### src/rtl/core/ctlp_pkg.sv
// Types, constants and field-format functions of the telemetry line parser.
`default_nettype none

package ctlp_pkg;

   localparam int BufBytesDefault = 512;
   localparam int NumFields       = 38;
   localparam int NeedCommas      = 37;

   localparam logic [8:0] CommaMax = 9'd511;

   localparam logic [7:0] CharNul     = 8'h00;
   localparam logic [7:0] CharTab     = 8'h09;
   localparam logic [7:0] CharNewline = 8'h0A;
   localparam logic [7:0] CharCr      = 8'h0D;
   localparam logic [7:0] CharSpace   = 8'h20;
   localparam logic [7:0] CharPlus    = 8'h2B;
   localparam logic [7:0] CharComma   = 8'h2C;
   localparam logic [7:0] CharMinus   = 8'h2D;
   localparam logic [7:0] CharZero    = 8'h30;
   localparam logic [7:0] CharNine    = 8'h39;

   typedef enum logic [1:0] {
      OP_BYTE = 2'd0,
      OP_END  = 2'd1,
      OP_READ = 2'd2
   } op_type;

   typedef enum logic [2:0] {
      FT_U8  = 3'd0,
      FT_U16 = 3'd1,
      FT_S16 = 3'd2,
      FT_S32 = 3'd3,
      FT_U32 = 3'd4
   } field_fmt_type;

   typedef enum logic [2:0] {
      PH_WS   = 3'b001,
      PH_NUM  = 3'b010,
      PH_DONE = 3'b100
   } phase_type;

   function automatic field_fmt_type field_fmt(input logic [5:0] idx);
      field_fmt_type f;
      unique case (idx) inside
         6'd0, 6'd1, 6'd3:  f = FT_U16;
         6'd2:              f = FT_S16;
         6'd4:              f = FT_S32;
         6'd5, 6'd6:        f = FT_U8;
         [6'd7:6'd13]:      f = FT_S16;
         [6'd14:6'd34]:     f = FT_U16;
         6'd35:             f = FT_S16;
         default:           f = FT_U32;
      endcase
      return f;
   endfunction

   function automatic logic [31:0] truncate_value(input logic [31:0] v,
                                                  input field_fmt_type f);
      logic [31:0] r;
      unique case (f)
         FT_U8:          r = {24'd0, v[7:0]};
         FT_U16, FT_S16: r = {16'd0, v[15:0]};
         default:        r = v;
      endcase
      return r;
   endfunction

   function automatic logic [32:0] extend_value(input logic [31:0] v,
                                                input field_fmt_type f);
      logic [32:0] r;
      unique case (f)
         FT_S16:  r = {{17{v[15]}}, v[15:0]};
         FT_S32:  r = {v[31], v};
         default: r = {1'b0, v};
      endcase
      return r;
   endfunction

endpackage

`default_nettype wire

### src/rtl/core/csv_telemetry_line_parser_core.sv
// The parser, comma count and commit all act at accept, one item per cycle while
// rsp_ready is high; an accepted line end or read has its result registered on rsp_*.
// Commit flips a per-field bank bit, so no copy of the field store takes place.
// Reset clears the parser state, commit flags and output valid; the field store
// itself is not cleared and needs no clearing pass.
`default_nettype none

module csv_telemetry_line_parser_core #(
   parameter int BUF_BYTES = ctlp_pkg::BufBytesDefault
) (
   input  wire logic               clock,
   input  wire logic               reset,
   input  wire logic               req_valid,
   output logic                    req_ready,
   input  wire logic [1:0]         req_op,
   input  wire logic [7:0]         req_data_byte,
   input  wire logic [5:0]         req_reg_index,
   output logic                    rsp_valid,
   input  wire logic               rsp_ready,
   output logic                    rsp_kind,
   output logic                    rsp_accepted,
   output logic signed [32:0]      rsp_value,
   output logic [5:0]              rsp_read_index
);

   localparam int CntW    = $clog2(BUF_BYTES);
   localparam int NumF    = ctlp_pkg::NumFields;
   localparam int MemD    = 2 * NumF;
   localparam int MemAw   = $clog2(MemD);
   localparam logic [CntW-1:0] ByteLimit = CntW'(BUF_BYTES - 1);

   logic [CntW-1:0]         byte_cnt_ff, byte_cnt_in;
   logic [8:0]              comma_cnt_ff, comma_cnt_in;
   logic [7:0]              last_byte_ff, last_byte_in;
   logic [5:0]              field_ff, field_in;
   ctlp_pkg::phase_type     phase_ff, phase_in;
   logic                    neg_ff, neg_in;
   logic [31:0]             acc_ff, acc_in;
   logic                    stopped_ff, stopped_in;
   logic [NumF-1:0]         present_ff, present_in;
   logic [NumF-1:0]         bank_ff, bank_in;
   logic [NumF-1:0]         cvalid_ff, cvalid_in;

   logic                    rsp_valid_ff, rsp_valid_in;
   logic                    rsp_kind_ff;
   logic                    rsp_accepted_ff;
   logic [5:0]              rsp_index_ff;
   logic                    read_hit_ff;
   ctlp_pkg::field_fmt_type read_fmt_ff;
   logic [31:0]             mem_q_ff;
   logic [31:0]             value_mem_ff [MemD];

   logic                    accept;
   logic                    byte_room;
   logic                    is_comma;
   logic                    is_nul;
   logic                    is_digit;
   logic                    is_space;
   logic [31:0]             dval;
   logic [31:0]             acc_x10;
   logic                    field_in_range;
   logic                    do_finish;
   logic [NumF-1:0]         present_set;
   logic [NumF-1:0]         present_all;
   logic [31:0]             fin_val;
   logic [31:0]             fin_trunc;
   logic                    wr_en;
   logic [MemAw-1:0]        wr_addr;
   logic                    rd_en;
   logic [MemAw-1:0]        rd_addr;
   logic                    idx_in_range;
   logic                    line_ok;
   logic                    out_load;

   assign req_ready = !rsp_valid_ff || rsp_ready;
   assign accept    = req_valid && req_ready;

   assign byte_room = byte_cnt_ff < ByteLimit;
   assign is_comma  = req_data_byte == ctlp_pkg::CharComma;
   assign is_nul    = req_data_byte == ctlp_pkg::CharNul;
   assign is_digit  = (req_data_byte >= ctlp_pkg::CharZero) &&
                      (req_data_byte <= ctlp_pkg::CharNine);
   assign is_space  = (req_data_byte == ctlp_pkg::CharSpace) ||
                      ((req_data_byte >= ctlp_pkg::CharTab) &&
                       (req_data_byte <= ctlp_pkg::CharCr));
   assign dval      = {28'd0, req_data_byte[3:0]};
   assign acc_x10   = {acc_ff[28:0], 3'b000} + {acc_ff[30:0], 1'b0};

   assign field_in_range = field_ff < 6'(NumF);
   assign fin_val   = neg_ff ? (32'd0 - acc_ff) : acc_ff;
   assign fin_trunc = ctlp_pkg::truncate_value(fin_val, ctlp_pkg::field_fmt(field_ff));

   assign do_finish = accept && !stopped_ff &&
                      (((req_op == ctlp_pkg::OP_BYTE) && byte_room && (is_comma || is_nul)) ||
                       (req_op == ctlp_pkg::OP_END));

   always_comb begin
      for (int k = 0; k < NumF; k++) begin
         present_set[k] = do_finish && (field_ff == 6'(k));
      end
   end

   assign present_all = present_ff | present_set;

   assign wr_en   = do_finish && field_in_range;
   assign wr_addr = MemAw'({field_ff, ~bank_ff[field_ff[5:0]]});

   assign idx_in_range = req_reg_index < 6'(NumF);
   assign rd_en   = accept && (req_op == ctlp_pkg::OP_READ) && idx_in_range;
   assign rd_addr = MemAw'({req_reg_index, bank_ff[req_reg_index]});

   assign line_ok = (byte_cnt_ff != '0) && (last_byte_ff == ctlp_pkg::CharNewline) &&
                    (comma_cnt_ff == 9'(ctlp_pkg::NeedCommas));

   assign out_load = accept && ((req_op == ctlp_pkg::OP_END) ||
                                (req_op == ctlp_pkg::OP_READ));

   always_comb begin
      byte_cnt_in  = byte_cnt_ff;
      comma_cnt_in = comma_cnt_ff;
      last_byte_in = last_byte_ff;
      field_in     = field_ff;
      phase_in     = phase_ff;
      neg_in       = neg_ff;
      acc_in       = acc_ff;
      stopped_in   = stopped_ff;
      present_in   = present_ff;
      bank_in      = bank_ff;
      cvalid_in    = cvalid_ff;
      if (accept) begin
         unique case (req_op)
            ctlp_pkg::OP_BYTE: begin
               if (byte_room) begin
                  byte_cnt_in  = byte_cnt_ff + CntW'(1);
                  last_byte_in = req_data_byte;
                  if (is_comma && (comma_cnt_ff != ctlp_pkg::CommaMax)) begin
                     comma_cnt_in = comma_cnt_ff + 9'd1;
                  end
                  if (!stopped_ff) begin
                     if (is_comma) begin
                        present_in = present_all;
                        if (field_in_range) begin
                           field_in = field_ff + 6'd1;
                        end
                        phase_in = ctlp_pkg::PH_WS;
                        neg_in   = 1'b0;
                        acc_in   = '0;
                     end else if (is_nul) begin
                        present_in = present_all;
                        stopped_in = 1'b1;
                     end else begin
                        unique case (phase_ff)
                           ctlp_pkg::PH_WS: begin
                              if (is_space) begin
                                 phase_in = ctlp_pkg::PH_WS;
                              end else if ((req_data_byte == ctlp_pkg::CharMinus) ||
                                           (req_data_byte == ctlp_pkg::CharPlus)) begin
                                 neg_in   = req_data_byte == ctlp_pkg::CharMinus;
                                 phase_in = ctlp_pkg::PH_NUM;
                              end else if (is_digit) begin
                                 acc_in   = dval;
                                 phase_in = ctlp_pkg::PH_NUM;
                              end else begin
                                 phase_in = ctlp_pkg::PH_DONE;
                              end
                           end
                           ctlp_pkg::PH_NUM: begin
                              if (is_digit) begin
                                 acc_in = acc_x10 + dval;
                              end else begin
                                 phase_in = ctlp_pkg::PH_DONE;
                              end
                           end
                           default: begin
                              phase_in = phase_ff;
                           end
                        endcase
                     end
                  end
               end
            end
            ctlp_pkg::OP_END: begin
               if (line_ok) begin
                  bank_in   = bank_ff ^ present_all;
                  cvalid_in = cvalid_ff | present_all;
               end
               byte_cnt_in  = '0;
               comma_cnt_in = '0;
               last_byte_in = '0;
               field_in     = '0;
               phase_in     = ctlp_pkg::PH_WS;
               neg_in       = 1'b0;
               acc_in       = '0;
               stopped_in   = 1'b0;
               present_in   = '0;
            end
            default: begin
               byte_cnt_in = byte_cnt_ff;
            end
         endcase
      end
   end

   assign rsp_valid_in = out_load || (rsp_valid_ff && !rsp_ready);

   always_ff @(posedge clock) begin
      if (reset) begin
         byte_cnt_ff  <= '0;
         comma_cnt_ff <= '0;
         last_byte_ff <= '0;
         field_ff     <= '0;
         phase_ff     <= ctlp_pkg::PH_WS;
         neg_ff       <= 1'b0;
         acc_ff       <= '0;
         stopped_ff   <= 1'b0;
         present_ff   <= '0;
         bank_ff      <= '0;
         cvalid_ff    <= '0;
         rsp_valid_ff <= 1'b0;
      end else begin
         byte_cnt_ff  <= byte_cnt_in;
         comma_cnt_ff <= comma_cnt_in;
         last_byte_ff <= last_byte_in;
         field_ff     <= field_in;
         phase_ff     <= phase_in;
         neg_ff       <= neg_in;
         acc_ff       <= acc_in;
         stopped_ff   <= stopped_in;
         present_ff   <= present_in;
         bank_ff      <= bank_in;
         cvalid_ff    <= cvalid_in;
         rsp_valid_ff <= rsp_valid_in;
      end
   end

   always_ff @(posedge clock) begin
      if (out_load) begin
         rsp_kind_ff     <= req_op == ctlp_pkg::OP_READ;
         rsp_accepted_ff <= (req_op == ctlp_pkg::OP_END) && line_ok;
         rsp_index_ff    <= (req_op == ctlp_pkg::OP_READ) ? req_reg_index : 6'd0;
         read_hit_ff     <= (req_op == ctlp_pkg::OP_READ) && idx_in_range &&
                            cvalid_ff[req_reg_index];
         read_fmt_ff     <= ctlp_pkg::field_fmt(req_reg_index);
      end
   end

   always_ff @(posedge clock) begin
      if (wr_en) begin
         value_mem_ff[wr_addr] <= fin_trunc;
      end
      if (rd_en) begin
         mem_q_ff <= value_mem_ff[rd_addr];
      end
   end

   assign rsp_valid      = rsp_valid_ff;
   assign rsp_kind       = rsp_kind_ff;
   assign rsp_accepted   = rsp_accepted_ff;
   assign rsp_read_index = rsp_index_ff;
   assign rsp_value      = read_hit_ff ?
                           $signed(ctlp_pkg::extend_value(mem_q_ff, read_fmt_ff)) : 33'sd0;

endmodule

`default_nettype wire

### config.mk
export PLATFORM = sky130hd
export DESIGN_NAME = csv_telemetry_line_parser_core
export DESIGN_NICKNAME = d
export VERILOG_FILES = /design/src/rtl/core/ctlp_pkg.sv /design/src/rtl/core/csv_telemetry_line_parser_core.sv
export SDC_FILE = /design/constraint.sdc
export NUM_CORES = 2
export LEC_CHECK = 0
export ABC_AREA = 1
export ABC_CLOCK_PERIOD_IN_PS = 13500
export BUFFER_PORTS_ARGS = -buffer_cell sky130_fd_sc_hd__buf_4
export CAP_MARGIN = 10
export CORE_MARGIN = 5
export CORE_UTILIZATION = 30
export CTS_CLUSTER_DIAMETER = 100
export DETAILED_ROUTE_END_ITERATION = 16
export PLACE_DENSITY = 0.41
export RECOVER_POWER = 100
export SLEW_MARGIN = 20
export SYNTH_ARGS = -nofsm -noshare
export SYNTH_HDL_FRONTEND = slang
export SYNTH_SLANG_ARGS = --single-unit
### constraint.sdc
create_clock -name clock -period 13.5 [get_ports clock]
set_input_delay 2.025 -clock clock [delete_from_list [all_inputs] [get_ports clock]]
set_output_delay 2.025 -clock clock [all_outputs]
set_load 0.01 [all_outputs]
==> flow_metrics.py <==
metrics = {
    "detailed_routing": {
        "dr_total_vias": 86240,
        "drt_drc_violations_left": 0,
        "drt_iter0_markers": 8635,
        "post_drt_wl_per_cell_um": 25.47,
        "vias_per_cell": 5.026,
        "final_antenna_net_count": 0,
        "dr.pass1.iters": 6,
        "route.final.wire_length_um": 437100,
    },
    "power_and_ir_drop": {
        "power.share.combinational": 0.041,
        "power.clock.fraction": 0.453,
        "peakVddDrop_mv": 0.1037,
        "leakagePower_uw": 0.05327,
        "power.switching_fraction": 0.2297,
        "power.internal_uw": 13680,
        "p_seq_frac": 0.506,
        "power_switching_uw": 4079,
        "powerDensity_nw_per_um2": 131.9,
    },
    "finish": {
        "fillers": 39790,
        "drive_gt1_frac": 0.05173,
        "stdcell_area_um2": 134600,
        "net_count_of_the_finished_layout": 11760,
        "multi_input_area_um2": 30570,
        "fin_cells": 17160,
        "syn_to_final_growth_pct": 13.05,
        "final_util": 0.3402,
        "seq_area_um2": 78030,
    },
    "clocking": {
        "clock_sink_count": 2660,
        "cts_made_buffers": 316,
        "cts_h_tree_depth": 5,
        "clock_insertion_delay_worst_skew_ns": 0.94,
        "cts_hold_buffers": 0,
        "cts_root_buf": "clkbuf_16",
        "post-cts-setup-buffers": 0,
        "tritoncts_clock_tree": "built",
        "cts.clk_slew.worst_paths_ns": 0.06,
        "postCtsResizedCells": 0,
        "clock_path_buffers": 4,
    },
    "synthesis": {
        "cell_area_after_technology_mapping_um2": 119100,
        "synth_commonest_cells": "edfxtp_1, nand2_1, inv_1",
        "synth_enable_flop_cells": 2476,
        "yosysMostFrequentCell": "edfxtp_1",
        "post-synth-top-area-fraction": 0.6244,
        "synth.yosys.warnings": 0,
        "yosysSeqAreaShare": 0.6553,
        "share_of_flip_flops_with_an_asynchronous_set_or_reset_after_synthesis": 0,
        "synth_cell_type_count": 52,
        "syn_avg_cell_area_um2": 10.13,
        "synth_nets": 11850,
        "yosys.area.top_type": "edfxtp_1",
        "syn_inst": 11750,
        "synth.ff_latch_count": 2660,
        "ys_top_cells_by_area": "edfxtp_1, nand2_1, inv_1",
        "synth_ff_type": "edfxtp_1",
    },
    "critical_path": {
        "crit_chain": "clkbuf_1 > inv_1 > ha_1 > nand2_1 > a21oi_1 > nor2_1 > inv_1 > o21ai_0 > o31ai_4 > clkbuf_1 > nor2_1 > clkbuf_1",
        "worstSetupEndpointType": "register",
        "critical_path_buf_inv_count": 5,
        "worstSetupStartpoint": "field_ff[1]",
        "critPathMaxFanout": 44,
        "arrival_ns": 9.80,
        "rr_startpoint": "field_ff[1]",
        "timing_worst_setup_path_type": "register to register",
        "setup.worst_path.start_class": "register",
        "critPathRequiredTime_ns": 13.69,
        "worst_path_dominant_cell_family": "buffers and inverters",
        "critical_path.most_common_cell": "clkbuf_1",
        "cp_slowest_cell": "clkbuf_1",
        "timing.critical_path.slowest_cell_delay_ns": 2.71,
    },
    "sta": {
        "min_period_ns": 9.610,
        "achievable-frequency_mhz": 104.1,
        "setup_viol": 0,
        "maxSlewViolCount": 5198,
        "fin_setup_tns_ns": 0,
        "worst_max_slew_pin_slew_ns": 4.602,
        "clock-skew-final_ns": 0.07768,
        "final_min_period_over_clock_period": 0.7119,
        "hold_ws_ns": 0.4530,
        "relSlewSlack": -2.068,
        "grt_setup_unrepaired": "false",
        "hold_viol_final": 0,
    },
    "place": {
        "placed_area_um2": 126100,
        "gp_congestion": 0.8165,
        "placement.io_buffers": 62,
        "dp_hpwl_um": 242100,
        "numPlacedInstances": 16590,
    },
    "floorplan": {
        "area_of_the_core_region_um2": 395700,
        "initial_cell_density_of_the_core": 0.3009,
        "die_width_um": 640.0,
        "fp.dieArea_um2": 409600,
        "die_height_um": 640.0,
        "design.portCount": 63,
        "rows": 231,
    },
    "global_route": {
        "pin_count_of_the_biggest_net_entering_global_routing": 158,
        "grt_first_pass_wirelength_um": 618900,
        "grtUsageTotal": 0.2069,
        "number_of_antenna_violations_at_the_first_check_in_global_routing": 35,
        "number_of_global_route_vias_before_repair": 82860,
        "grt_overflow": 0,
    },
    "outcome": {
        "result_of_the_run": "complete, but fails checks",
        "violations": "capacitance limit, slew limit",
    },
    "worst_hold_path": {
        "worstHoldStart": "cvalid_ff[33]",
        "min-delay-path-class": "register to register",
    },
    "job": {
        "cap_viol_max_count": 148,
    },
}
==> placed cells by master, fill, tap and decap left out, drive strengths merged, types with 96 or more instances in the layout <==
cell / count
edfxtp: 2476
nand2: 2283
inv: 2154
nand3: 1072
nor2: 982
nand4: 907
clkbuf: 591
a21oi: 257
o21ai: 248
dfxtp: 184
clkinv: 137
buf: 119
a22o: 96
==> tightest hold or removal path, stage by stage (launching register included) <==
cell and delay [ns]:
dfxtp_1 0.31, inv_1 0.05, a21oi_1 0.05
==> state kept, by name, summed over array words and instances (netlist names), 9 cells and up <==
name / count
value_mem_ff: 2432
bank_ff: 38
cvalid_ff: 38
present_ff: 38
acc_ff: 32
mem_q_ff: 32
byte_cnt_ff: 9
comma_cnt_ff: 9
==> kinds of logic after synthesis <==
family,share of synthesized area
flops,0.6553
simple gates,0.2007
compound gates,0.04065
buf+inv,0.09263
fa+ha+maj,0.007901
xor+xnor,0.002795
==> worst paths after layout <==
path,to,slack [ns],cells after the start
min reg2reg,cvalid_ff[33],0.45,2
max reg2reg,value_mem_ff[55][18],3.89,12
max,value_mem_ff[55][18],3.89,12
min,cvalid_ff[33],0.45,2
==> layer usage <==
layer  part of all wire  wire length, um  GRT usage
met5           0.000030               13          0
met4              0.031            13760    0.05805
met3              0.063            27660    0.02352
met2               0.46           199200     0.3314
met1               0.45           196400     0.2963
==> layout make-up <==
class                           instances  share of cell area
Tap cell                             5242             0.04872
Antenna cell                           11           0.0002045
Clock inverter                        150            0.008142
Clock buffer                          405             0.06244
Timing Repair Buffer                  305             0.01360
Inverter                             2152             0.06010
Multi-Input combinational cell       6235              0.2271
Sequential cell                      2660              0.5797
==> power by group through the flow <==
| stage | Combinational, uW | Clock, uW | Sequential (uW) |
|---|---|---|---|
| after floorplan | 344 | 0 | 9150 |
| after global placement | 748 | 0 | 9150 |
| after detailed placement | 747 | 0 | 9150 |
| after CTS | 749 | 8250 | 8970 |
| after global routing | 774 | 8580 | 8980 |
| final | 727 | 8040 | 8990 |
==> through the flow <==
step,worst slack [ns],total power [uW]
floorplan,7.251,9492
global placement,4.298,9894
detailed placement,4.538,9894
CTS,5.526,17970
global route,3.334,18340
finish,3.890,17760
Power figures use the tool's default switching activity.
